==> src/design/ktk_pkg.sv <==
`timescale 1ns / 1ps
`default_nettype none
package ktk_pkg;

	localparam int MAX_RANK = 64;
	localparam int DATA_W   = 32;
	localparam int RANK_W   = 7;
	localparam int IDX_W    = $clog2(MAX_RANK);
	localparam int CNT_W    = $clog2(MAX_RANK + 1);

	// controller to datapath commands
	typedef struct packed {
		logic capture;
		logic clear;
		logic ins;
		logic rep;
		logic rd_parent;
		logic rd_left;
		logic rd_right;
		logic wr_cur;
		logic wr_up;
		logic wr_dn;
	} ktk_cmd_t;

	// datapath to controller status
	typedef struct packed {
		logic insert_ok;
		logic replace_ok;
		logic pos_zero;
		logic left_in;
		logic up_stop;
		logic dn_stop;
	} ktk_stat_t;

endpackage
`default_nettype wire

==> src/design/ktk_ram.sv <==
`timescale 1ns / 1ps
`default_nettype none
module ktk_ram #(
	parameter int WIDTH = 32,
	parameter int DEPTH = 64
) (
	input  wire logic                     clk,
	input  wire logic                     we,
	input  wire logic [$clog2(DEPTH)-1:0] waddr,
	input  wire logic [WIDTH-1:0]         wdata,
	input  wire logic [$clog2(DEPTH)-1:0] raddr,
	output logic      [WIDTH-1:0]         rdata
);

	logic [WIDTH-1:0] mem_q [DEPTH];

	always_ff @(posedge clk) begin
		if (we) begin
			mem_q[waddr] <= wdata;
		end
		rdata <= mem_q[raddr];
	end

endmodule
`default_nettype wire

==> src/design/ktk_ctrl.sv <==
`timescale 1ns / 1ps
`default_nettype none
module ktk_ctrl (
	input  wire logic              clk,
	input  wire logic              arst_n,
	input  wire logic              start,
	input  wire logic              cfg_wr,
	input  wire ktk_pkg::ktk_stat_t stat,
	output ktk_pkg::ktk_cmd_t      cmd,
	output logic                   busy,
	output logic                   done
);

	localparam logic [2:0] S_IDLE   = 3'd0;
	localparam logic [2:0] S_DECIDE = 3'd1;
	localparam logic [2:0] S_UP_RD  = 3'd2;
	localparam logic [2:0] S_UP_CMP = 3'd3;
	localparam logic [2:0] S_DN_RDL = 3'd4;
	localparam logic [2:0] S_DN_RDR = 3'd5;
	localparam logic [2:0] S_DN_CMP = 3'd6;
	localparam logic [2:0] S_DONE   = 3'd7;

	logic [2:0] state_q;
	logic [2:0] state_nxt;

	always_comb begin
		cmd       = '0;
		done      = 1'b0;
		state_nxt = state_q;
		cmd.clear = cfg_wr;
		unique case (state_q)
			S_IDLE: begin
				if (start) begin
					cmd.capture = 1'b1;
					state_nxt   = S_DECIDE;
				end
			end
			S_DECIDE: begin
				if (stat.insert_ok) begin
					cmd.ins   = 1'b1;
					state_nxt = S_UP_RD;
				end else if (stat.replace_ok) begin
					cmd.rep   = 1'b1;
					state_nxt = S_DN_RDL;
				end else begin
					state_nxt = S_DONE;
				end
			end
			S_UP_RD: begin
				if (stat.pos_zero) begin
					cmd.wr_cur = 1'b1;
					state_nxt  = S_DONE;
				end else begin
					cmd.rd_parent = 1'b1;
					state_nxt     = S_UP_CMP;
				end
			end
			S_UP_CMP: begin
				if (stat.up_stop) begin
					cmd.wr_cur = 1'b1;
					state_nxt  = S_DONE;
				end else begin
					cmd.wr_up = 1'b1;
					state_nxt = S_UP_RD;
				end
			end
			S_DN_RDL: begin
				if (!stat.left_in) begin
					cmd.wr_cur = 1'b1;
					state_nxt  = S_DONE;
				end else begin
					cmd.rd_left = 1'b1;
					state_nxt   = S_DN_RDR;
				end
			end
			S_DN_RDR: begin
				cmd.rd_right = 1'b1;
				state_nxt    = S_DN_CMP;
			end
			S_DN_CMP: begin
				if (stat.dn_stop) begin
					cmd.wr_cur = 1'b1;
					state_nxt  = S_DONE;
				end else begin
					cmd.wr_dn = 1'b1;
					state_nxt = S_DN_RDL;
				end
			end
			S_DONE: begin
				done      = 1'b1;
				state_nxt = S_IDLE;
			end
			default: begin
				state_nxt = S_IDLE;
			end
		endcase
	end

	always_ff @(posedge clk or negedge arst_n) begin
		if (!arst_n) begin
			state_q <= S_IDLE;
		end else begin
			state_q <= state_nxt;
		end
	end

	assign busy = (state_q != S_IDLE);

endmodule
`default_nettype wire

==> src/design/ktk_dp.sv <==
`timescale 1ns / 1ps
`default_nettype none
module ktk_dp (
	input  wire logic                               clk,
	input  wire logic                               arst_n,
	input  wire ktk_pkg::ktk_cmd_t                  cmd,
	input  wire logic signed [ktk_pkg::DATA_W-1:0]  value,
	input  wire logic                               preload,
	input  wire logic        [ktk_pkg::RANK_W-1:0]  kth_rank,
	output ktk_pkg::ktk_stat_t                      stat,
	output logic signed      [ktk_pkg::DATA_W-1:0]  root,
	output logic                                    full,
	output logic                                    pre
);

	localparam int DW = ktk_pkg::DATA_W;
	localparam int IW = ktk_pkg::IDX_W;
	localparam int CW = ktk_pkg::CNT_W;

	logic        [ktk_pkg::RANK_W-1:0] k_q;
	logic        [CW-1:0]              fill_q;
	logic        [IW-1:0]              pos_q;
	logic signed [DW-1:0]              cur_q;
	logic signed [DW-1:0]              left_q;
	logic signed [DW-1:0]              root_q;
	logic                              pre_q;

	logic        [CW-1:0] eff_k;
	logic        [CW:0]   left_idx;
	logic        [CW:0]   right_idx;
	logic        [IW-1:0] parent_idx;
	logic                 right_in;
	logic signed [DW-1:0] rdata;
	logic signed [DW-1:0] min_lc;
	logic signed [DW-1:0] child;
	logic                 sel_left;
	logic                 sel_right;
	logic        [IW-1:0] lo_idx;
	logic                 we;
	logic        [IW-1:0] raddr;
	logic signed [DW-1:0] wdata;

	// clamp rank to 1 .. MAX_RANK
	always_comb begin
		if (k_q == '0) begin
			eff_k = CW'(1);
		end else if ({1'b0, k_q} > (ktk_pkg::RANK_W + 1)'(ktk_pkg::MAX_RANK)) begin
			eff_k = CW'(ktk_pkg::MAX_RANK);
		end else begin
			eff_k = CW'(k_q);
		end
	end

	assign left_idx   = (CW + 1)'({pos_q, 1'b1});
	assign right_idx  = left_idx + 1'b1;
	assign parent_idx = IW'((pos_q - 1'b1) >> 1);
	assign right_in   = right_idx < {1'b0, fill_q};

	// pick the smallest of hole value, left child and right child
	assign sel_left  = left_q < cur_q;
	assign min_lc    = sel_left ? left_q : cur_q;
	assign sel_right = right_in && (rdata < min_lc);
	assign child     = sel_right ? rdata : left_q;
	assign lo_idx    = sel_right ? right_idx[IW-1:0] : left_idx[IW-1:0];

	assign stat.insert_ok  = fill_q < eff_k;
	assign stat.replace_ok = cur_q > root_q;
	assign stat.pos_zero   = (pos_q == '0);
	assign stat.left_in    = left_idx < {1'b0, fill_q};
	assign stat.up_stop    = cur_q >= rdata;
	assign stat.dn_stop    = !sel_left && !sel_right;

	always_comb begin
		raddr = '0;
		if (cmd.rd_parent) begin
			raddr = parent_idx;
		end else if (cmd.rd_left) begin
			raddr = left_idx[IW-1:0];
		end else if (cmd.rd_right) begin
			raddr = right_idx[IW-1:0];
		end
	end

	assign we = cmd.wr_cur | cmd.wr_up | cmd.wr_dn;

	always_comb begin
		wdata = child;
		if (cmd.wr_cur) begin
			wdata = cur_q;
		end else if (cmd.wr_up) begin
			wdata = rdata;
		end
	end

	ktk_ram #(
		.WIDTH(DW),
		.DEPTH(ktk_pkg::MAX_RANK)
	) u_heap (
		.clk  (clk),
		.we   (we),
		.waddr(pos_q),
		.wdata(wdata),
		.raddr(raddr),
		.rdata(rdata)
	);

	always_ff @(posedge clk or negedge arst_n) begin
		if (!arst_n) begin
			k_q    <= ktk_pkg::RANK_W'(1);
			fill_q <= '0;
		end else begin
			if (cmd.clear) begin
				k_q    <= kth_rank;
				fill_q <= '0;
			end else if (cmd.ins) begin
				fill_q <= fill_q + 1'b1;
			end
		end
	end

	always_ff @(posedge clk) begin
		if (cmd.capture) begin
			cur_q <= value;
			pre_q <= preload;
		end
		if (cmd.ins) begin
			pos_q <= fill_q[IW-1:0];
		end else if (cmd.rep) begin
			pos_q <= '0;
		end else if (cmd.wr_up) begin
			pos_q <= parent_idx;
		end else if (cmd.wr_dn) begin
			pos_q <= lo_idx;
		end
		if (cmd.rd_right) begin
			left_q <= rdata;
		end
		// mirror of entry zero
		if (we && (pos_q == '0)) begin
			root_q <= wdata;
		end
	end

	assign root = root_q;
	assign full = fill_q >= eff_k;
	assign pre  = pre_q;

endmodule
`default_nettype wire

==> src/design/kth_largest_stream_tracker.sv <==
`timescale 1ns / 1ps
`default_nettype none
// sift-up reads the parent and then compares at each level climbed, sift-down reads the
// left child, then the right child, and then compares at each level descended (two child reads
// on one ram read port); the result strobe follows the end of the sift
// items are taken one at a time; busy high until the work is done
// reset: heap empty, rank 1, no result pending; heap ram contents are not cleared
// the receiver cannot stall: result_valid is a one-cycle strobe
module kth_largest_stream_tracker (
	input  wire logic                               clk,
	input  wire logic                               arst_n,
	// item command
	input  wire logic                               start,
	output logic                                    busy,
	input  wire logic signed [ktk_pkg::DATA_W-1:0]  value,
	input  wire logic                               preload,
	// rank register write channel
	input  wire logic                               cfg_valid,
	output logic                                    cfg_ready,
	input  wire logic        [ktk_pkg::RANK_W-1:0]  kth_rank,
	// result
	output logic                                    result_valid,
	output logic signed      [ktk_pkg::DATA_W-1:0]  kth_value,
	output logic                                    rank_reached
);

	ktk_pkg::ktk_cmd_t  cmd;
	ktk_pkg::ktk_stat_t stat;

	logic                               done;
	logic                               cfg_wr;
	logic signed [ktk_pkg::DATA_W-1:0]  root;
	logic                               full;
	logic                               pre;

	// rank writes are taken only between items; a write also empties the heap
	assign cfg_ready = !busy;
	assign cfg_wr    = cfg_valid && cfg_ready;

	// sequencer: decide, sift up or sift down, then report
	ktk_ctrl u_ctrl (
		.clk   (clk),
		.arst_n(arst_n),
		.start (start),
		.cfg_wr(cfg_wr),
		.stat  (stat),
		.cmd   (cmd),
		.busy  (busy),
		.done  (done)
	);

	// heap ram, fill count, rank register and the hole-based sift datapath
	ktk_dp u_dp (
		.clk     (clk),
		.arst_n  (arst_n),
		.cmd     (cmd),
		.value   (value),
		.preload (preload),
		.kth_rank(kth_rank),
		.stat    (stat),
		.root    (root),
		.full    (full),
		.pre     (pre)
	);

	// result strobe; preload items finish silently
	always_ff @(posedge clk or negedge arst_n) begin
		if (!arst_n) begin
			result_valid <= 1'b0;
		end else begin
			result_valid <= done && !pre;
		end
	end

	// result payload, taken once the heap has settled
	always_ff @(posedge clk) begin
		if (done) begin
			kth_value    <= root;
			rank_reached <= full;
		end
	end

endmodule
`default_nettype wire

==> config.mk <==
export PLATFORM = sky130hd
export DESIGN_NAME = kth_largest_stream_tracker
export DESIGN_NICKNAME = d
export VERILOG_FILES = /design/src/design/ktk_pkg.sv /design/src/design/ktk_ram.sv /design/src/design/ktk_ctrl.sv /design/src/design/ktk_dp.sv /design/src/design/kth_largest_stream_tracker.sv
export SDC_FILE = /design/constraint.sdc
export NUM_CORES = 2
export LEC_CHECK = 0
export BUFFER_PORTS_ARGS = -buffer_cell sky130_fd_sc_hd__buf_2
export CAP_MARGIN = 5
export CORE_MARGIN = 3
export CORE_UTILIZATION = 55
export CTS_CLUSTER_SIZE = 14
export DETAILED_ROUTE_END_ITERATION = 6
export GPL_TIMING_DRIVEN = 0
export PLACE_DENSITY_LB_ADDON = 0.25
export SYNTH_ARGS = -nofsm -noshare
export SYNTH_HDL_FRONTEND = slang
export SYNTH_HIERARCHICAL = 1
export SYNTH_SLANG_ARGS = --single-unit
==> constraint.sdc <==
create_clock -name clk -period 7.3 [get_ports clk]
set_clock_uncertainty 0.05 [all_clocks]
set_input_delay 0.365 -clock clk [delete_from_list [all_inputs] [get_ports clk]]
set_output_delay 0.365 -clock clk [all_outputs]
set_load 0.01 [all_outputs]
==> impl_results.md <==
* Status: finished, violations left
* Failing checks: setup timing
* Vias per cell at approximately 6.8
* EDFF count, synth at ~2200
* Startpoint types: flop
* Gr ovfl total at 0
* Slew Limit Fails at 0
* Final Hold Fails at 0
* Pin count of the biggest net entering global routing at 35
* Hpwl dp at roughly 180000 microns
* Final Cycle Share at 105%
* Worst-path cell chain: inv_1 -> ha_1 -> nor2b_1 -> o21a_1 -> o21a_1 -> o21ai_0 -> nand2b_1 -> a21oi_1 -> nand2b_1 -> nor3_1 -> clkbuf_1 -> a221oi_1 -> a21oi_1 -> buf_2 -> buf_2 -> clkbuf_1 -> mux4_2 -> o22ai_1 -> nor2_1
* Share of cells above drive strength 1 at 30.2%
* Clock latency at the later pin of the worst-skew pair at 0.87 ns
* Number of CTS-inserted buffers at between 200 and 250
* Max Clock Freq at approximately 130 MHz
* Worst EP required at between 7 and 8 ns
* Area contributors post-synth: edfxtp_1, mux4_2, ha_1
* Clock Tree Root: clkbuf_16
* Gr usage total at about a third
* DRC Markers at 0
* P&R area growth vs syn at 18.8%
* Reg clk slew, reported paths at about 0.060 ns
* CP max stage delay at between 1 and 1.5 ns
* H-Tree Depth at 4
* Post-DRT Antenna Nets at 0
* First-pass GRT wire length at roughly 380000 microns
* Drt first pass iters at 7
* Min-delay worst type: in -> reg
* Post-layout util at between 60% and 70%
* Syn. warnings at 6
* Fin nets at between 5000 and 6000
* Die area at 166000 sq um
* Clock sinks at 2234
* Least-Margin Pin Slew at between 1 and 1.5 ns
* TNS Setup at -1.82 ns
* Die width at ~400 microns
* Mapped Cells at about 4300
* Final worst path period need at between 7 and 8 ns
* Row cnt at about 150
* CP Max Fanout at 14
* Die H at between 400 and 500 microns
* Asr flop ratio synth at less than 1%
* Mean post-synth cell area at around 21 sq um
* Starting density of the core at roughly 56%
* Worst Slack Setup Final at -0.363 ns
* I/O Buffers at between 70 and 80
* Via total after detailed routing at 49700
* GP Congestion at approximately 0.94
* Wire per inst at around 37 microns
* Layout fillers at approximately 10000
* Post-synthesis sequential area ratio at between 70% and 80%
* Net count after synthesis at about 4500
* IO Count at 80
* Antenna violations before repair at 13
* DRT iter0 DRCs at 8048
* Final instance area at around 110000 sq um
* Critical path's slowest cell: clkbuf_1
* RSZ-0062 raised after global routing: yes
* Placed cell areas at ~96000 sq um
* Post-Route WL at between 200000 and 300000 microns
* Hold WS at around 0.16 ns
* Seq cells post-synth at approximately 2200
* Post-synth top flop: edfxtp_1
* CTS tree: yes
* Post-Syn Area at between 80000 and 90000 sq um
* Cell variety after synth at 70
* Post-synth top area share at 73.8%
* CP Capture Type: flop
* Final Setup Violations at 13
* CTS Buffer Depth at 3
* Worst Path Arrival at around 8.3 ns
* Std-Cell Core Area at roughly 160000 sq um
* Slew HR at under 10%
* CP Class: reg -> reg
* Number of global-route vias before repair at 48600
* Number of max-cap violations at 0
* Cell taking the most area after synthesis: edfxtp_1
-- repair_timing --
action | in CTS | in global routing
buffers inserted | 174 | 23
endpoints found under the hold margin | 60 | 0
hold buffers | 44 | 0
cloned | 2 | 0
resized for setup | 31 | 30
pin swaps | 83 | 12
setup endpoints to repair | 4160 | 3695
-- sequential cells by signal, indices dropped and copies added, names as in the netlist --
name               cells
kth_value             32
rank_reached           1
result_valid           1
u_ctrl/state_q         3
u_dp/cur_q            32
u_dp/fill_q            7
u_dp/k_q               7
u_dp/left_q           32
u_dp/pos_q             6
u_dp/pre               1
u_dp/root             32
u_dp/u_heap/mem_q   2048
u_dp/u_heap/rdata     32
-- synth_stat cells, drive strengths merged, types with 7 or more instances --
| cell | n |
|---|---|
| a211oi | 12 |
| a21o | 13 |
| a21oi | 147 |
| a22oi | 48 |
| a311oi | 9 |
| buf | 126 |
| clkbuf | 91 |
| dfrtp | 17 |
| dfxtp | 32 |
| edfxtp | 2184 |
| ha | 148 |
| inv | 117 |
| mux2 | 7 |
| mux2i | 129 |
| mux4 | 544 |
| nand2 | 71 |
| nand2b | 16 |
| nand3 | 23 |
| nand4 | 32 |
| nor2 | 173 |
| nor2b | 27 |
| nor3 | 23 |
| o21a | 8 |
| o21ai | 76 |
| o221ai | 30 |
| o22ai | 87 |
| xnor2 | 11 |
-- path summary, 6_finish.rpt --
| path | slack (ns) | depth (start not counted) | from | to |
|---|---|---|---|---|
| setup / recovery | -0.36 | 19 | u_dp/pos_q[0]$_DFFE_PP_ | u_dp/u_heap/rdata[22]$_DFF_P_ |
| hold / removal | 0.16 | 2 | value[1] | u_dp/cur_q[1]$_DFFE_PP_ |
| setup reg to reg | -0.36 | 19 | u_dp/pos_q[0]$_DFFE_PP_ | u_dp/u_heap/rdata[22]$_DFF_P_ |
| hold reg to reg | 0.39 | 0 | u_dp/root[16]$_DFFE_PP_ | kth_value[16]$_DFFE_PP_ |
| max in group asynchronous | 5.56 | 4 | arst_n | u_dp/k_q[5]$_DFFE_PN0P_ |
| min in group asynchronous | 0.48 | 3 | arst_n | u_dp/k_q[0]$_DFFE_PN1P_ |
-- cell type report --
class | count | area [sq um] | area share (%)
Antenna cell | 2 | 5.00 | 0.00474
Buffer | 217 | 1100 | 1.05
Clock buffer | 262 | 5660 | 5.36
Clock inverter | 145 | 1360 | 1.29
Inverter | 117 | 439 | 0.416
Multi-Input combinational cell | 1727 | 21400 | 20.3
Sequential cell | 2234 | 66700 | 63.2
Tap cell | 2146 | 2690 | 2.54
Timing Repair Buffer | 496 | 6220 | 5.89
-- worst max-delay path: cells and delay by family (launching register included) --
family                   cells  cell delay [ns]
buffers and inverters        5             2.72
multiplexers                 1             0.48
adder cells (fa/ha/maj)      1             0.18
AND/OR/NAND/NOR              5             0.70
AO/OA/AOI/OAI                7             2.50
flip-flops                   1             0.73
-- stage by stage --
step,instances,setup WS (ns)
6_report,7346,-0.363
3_5_place_dp,6694,-2.04
2_1_floorplan,4293,-0.165
5_1_grt,7344,-0.314
3_3_place_gp,6518,-4.59
4_1_cts,7321,0.0150
-- logic make-up after synthesis --
family / count (synthesis) / share of synthesized area, %
AO/OA/AOI/OAI: 467 / 3.49
XOR/XNOR: 13 / 0.128
adder cells (fa/ha/maj): 148 / 2.08
buffers and inverters: 334 / 1.70
flip-flops: 2234 / 75.0
multiplexers: 680 / 15.3
AND/OR/NAND/NOR: 417 / 2.26
-- cell usage in the layout, fill, tap and decap left out, types with 117 or more instances in the layout --
cell type,Yosys,routed
a21oi_1,146,142
buf_2,68,145
buf_4,26,177
clkbuf_1,91,123
clkbuf_16,0,219
edfxtp_1,2184,2184
ha_1,148,147
inv_1,117,117
mux2i_1,129,128
mux4_2,544,544
-- routing by layer --
layer | vias up | track usage [%] | part of all wire, %
li1 | 19400 | - | -
met1 | 25600 | 43.7 | 34
met2 | 3930 | 49.5 | 46
met3 | 739 | 8.27 | 13
met4 | 10 | 18.9 | 7.2
met5 | - | 0.0575 | 0.023
Power is left out: the tool's default activity adds up to more than one toggle a clock period on the data nets, which glitch-free logic cannot reach.
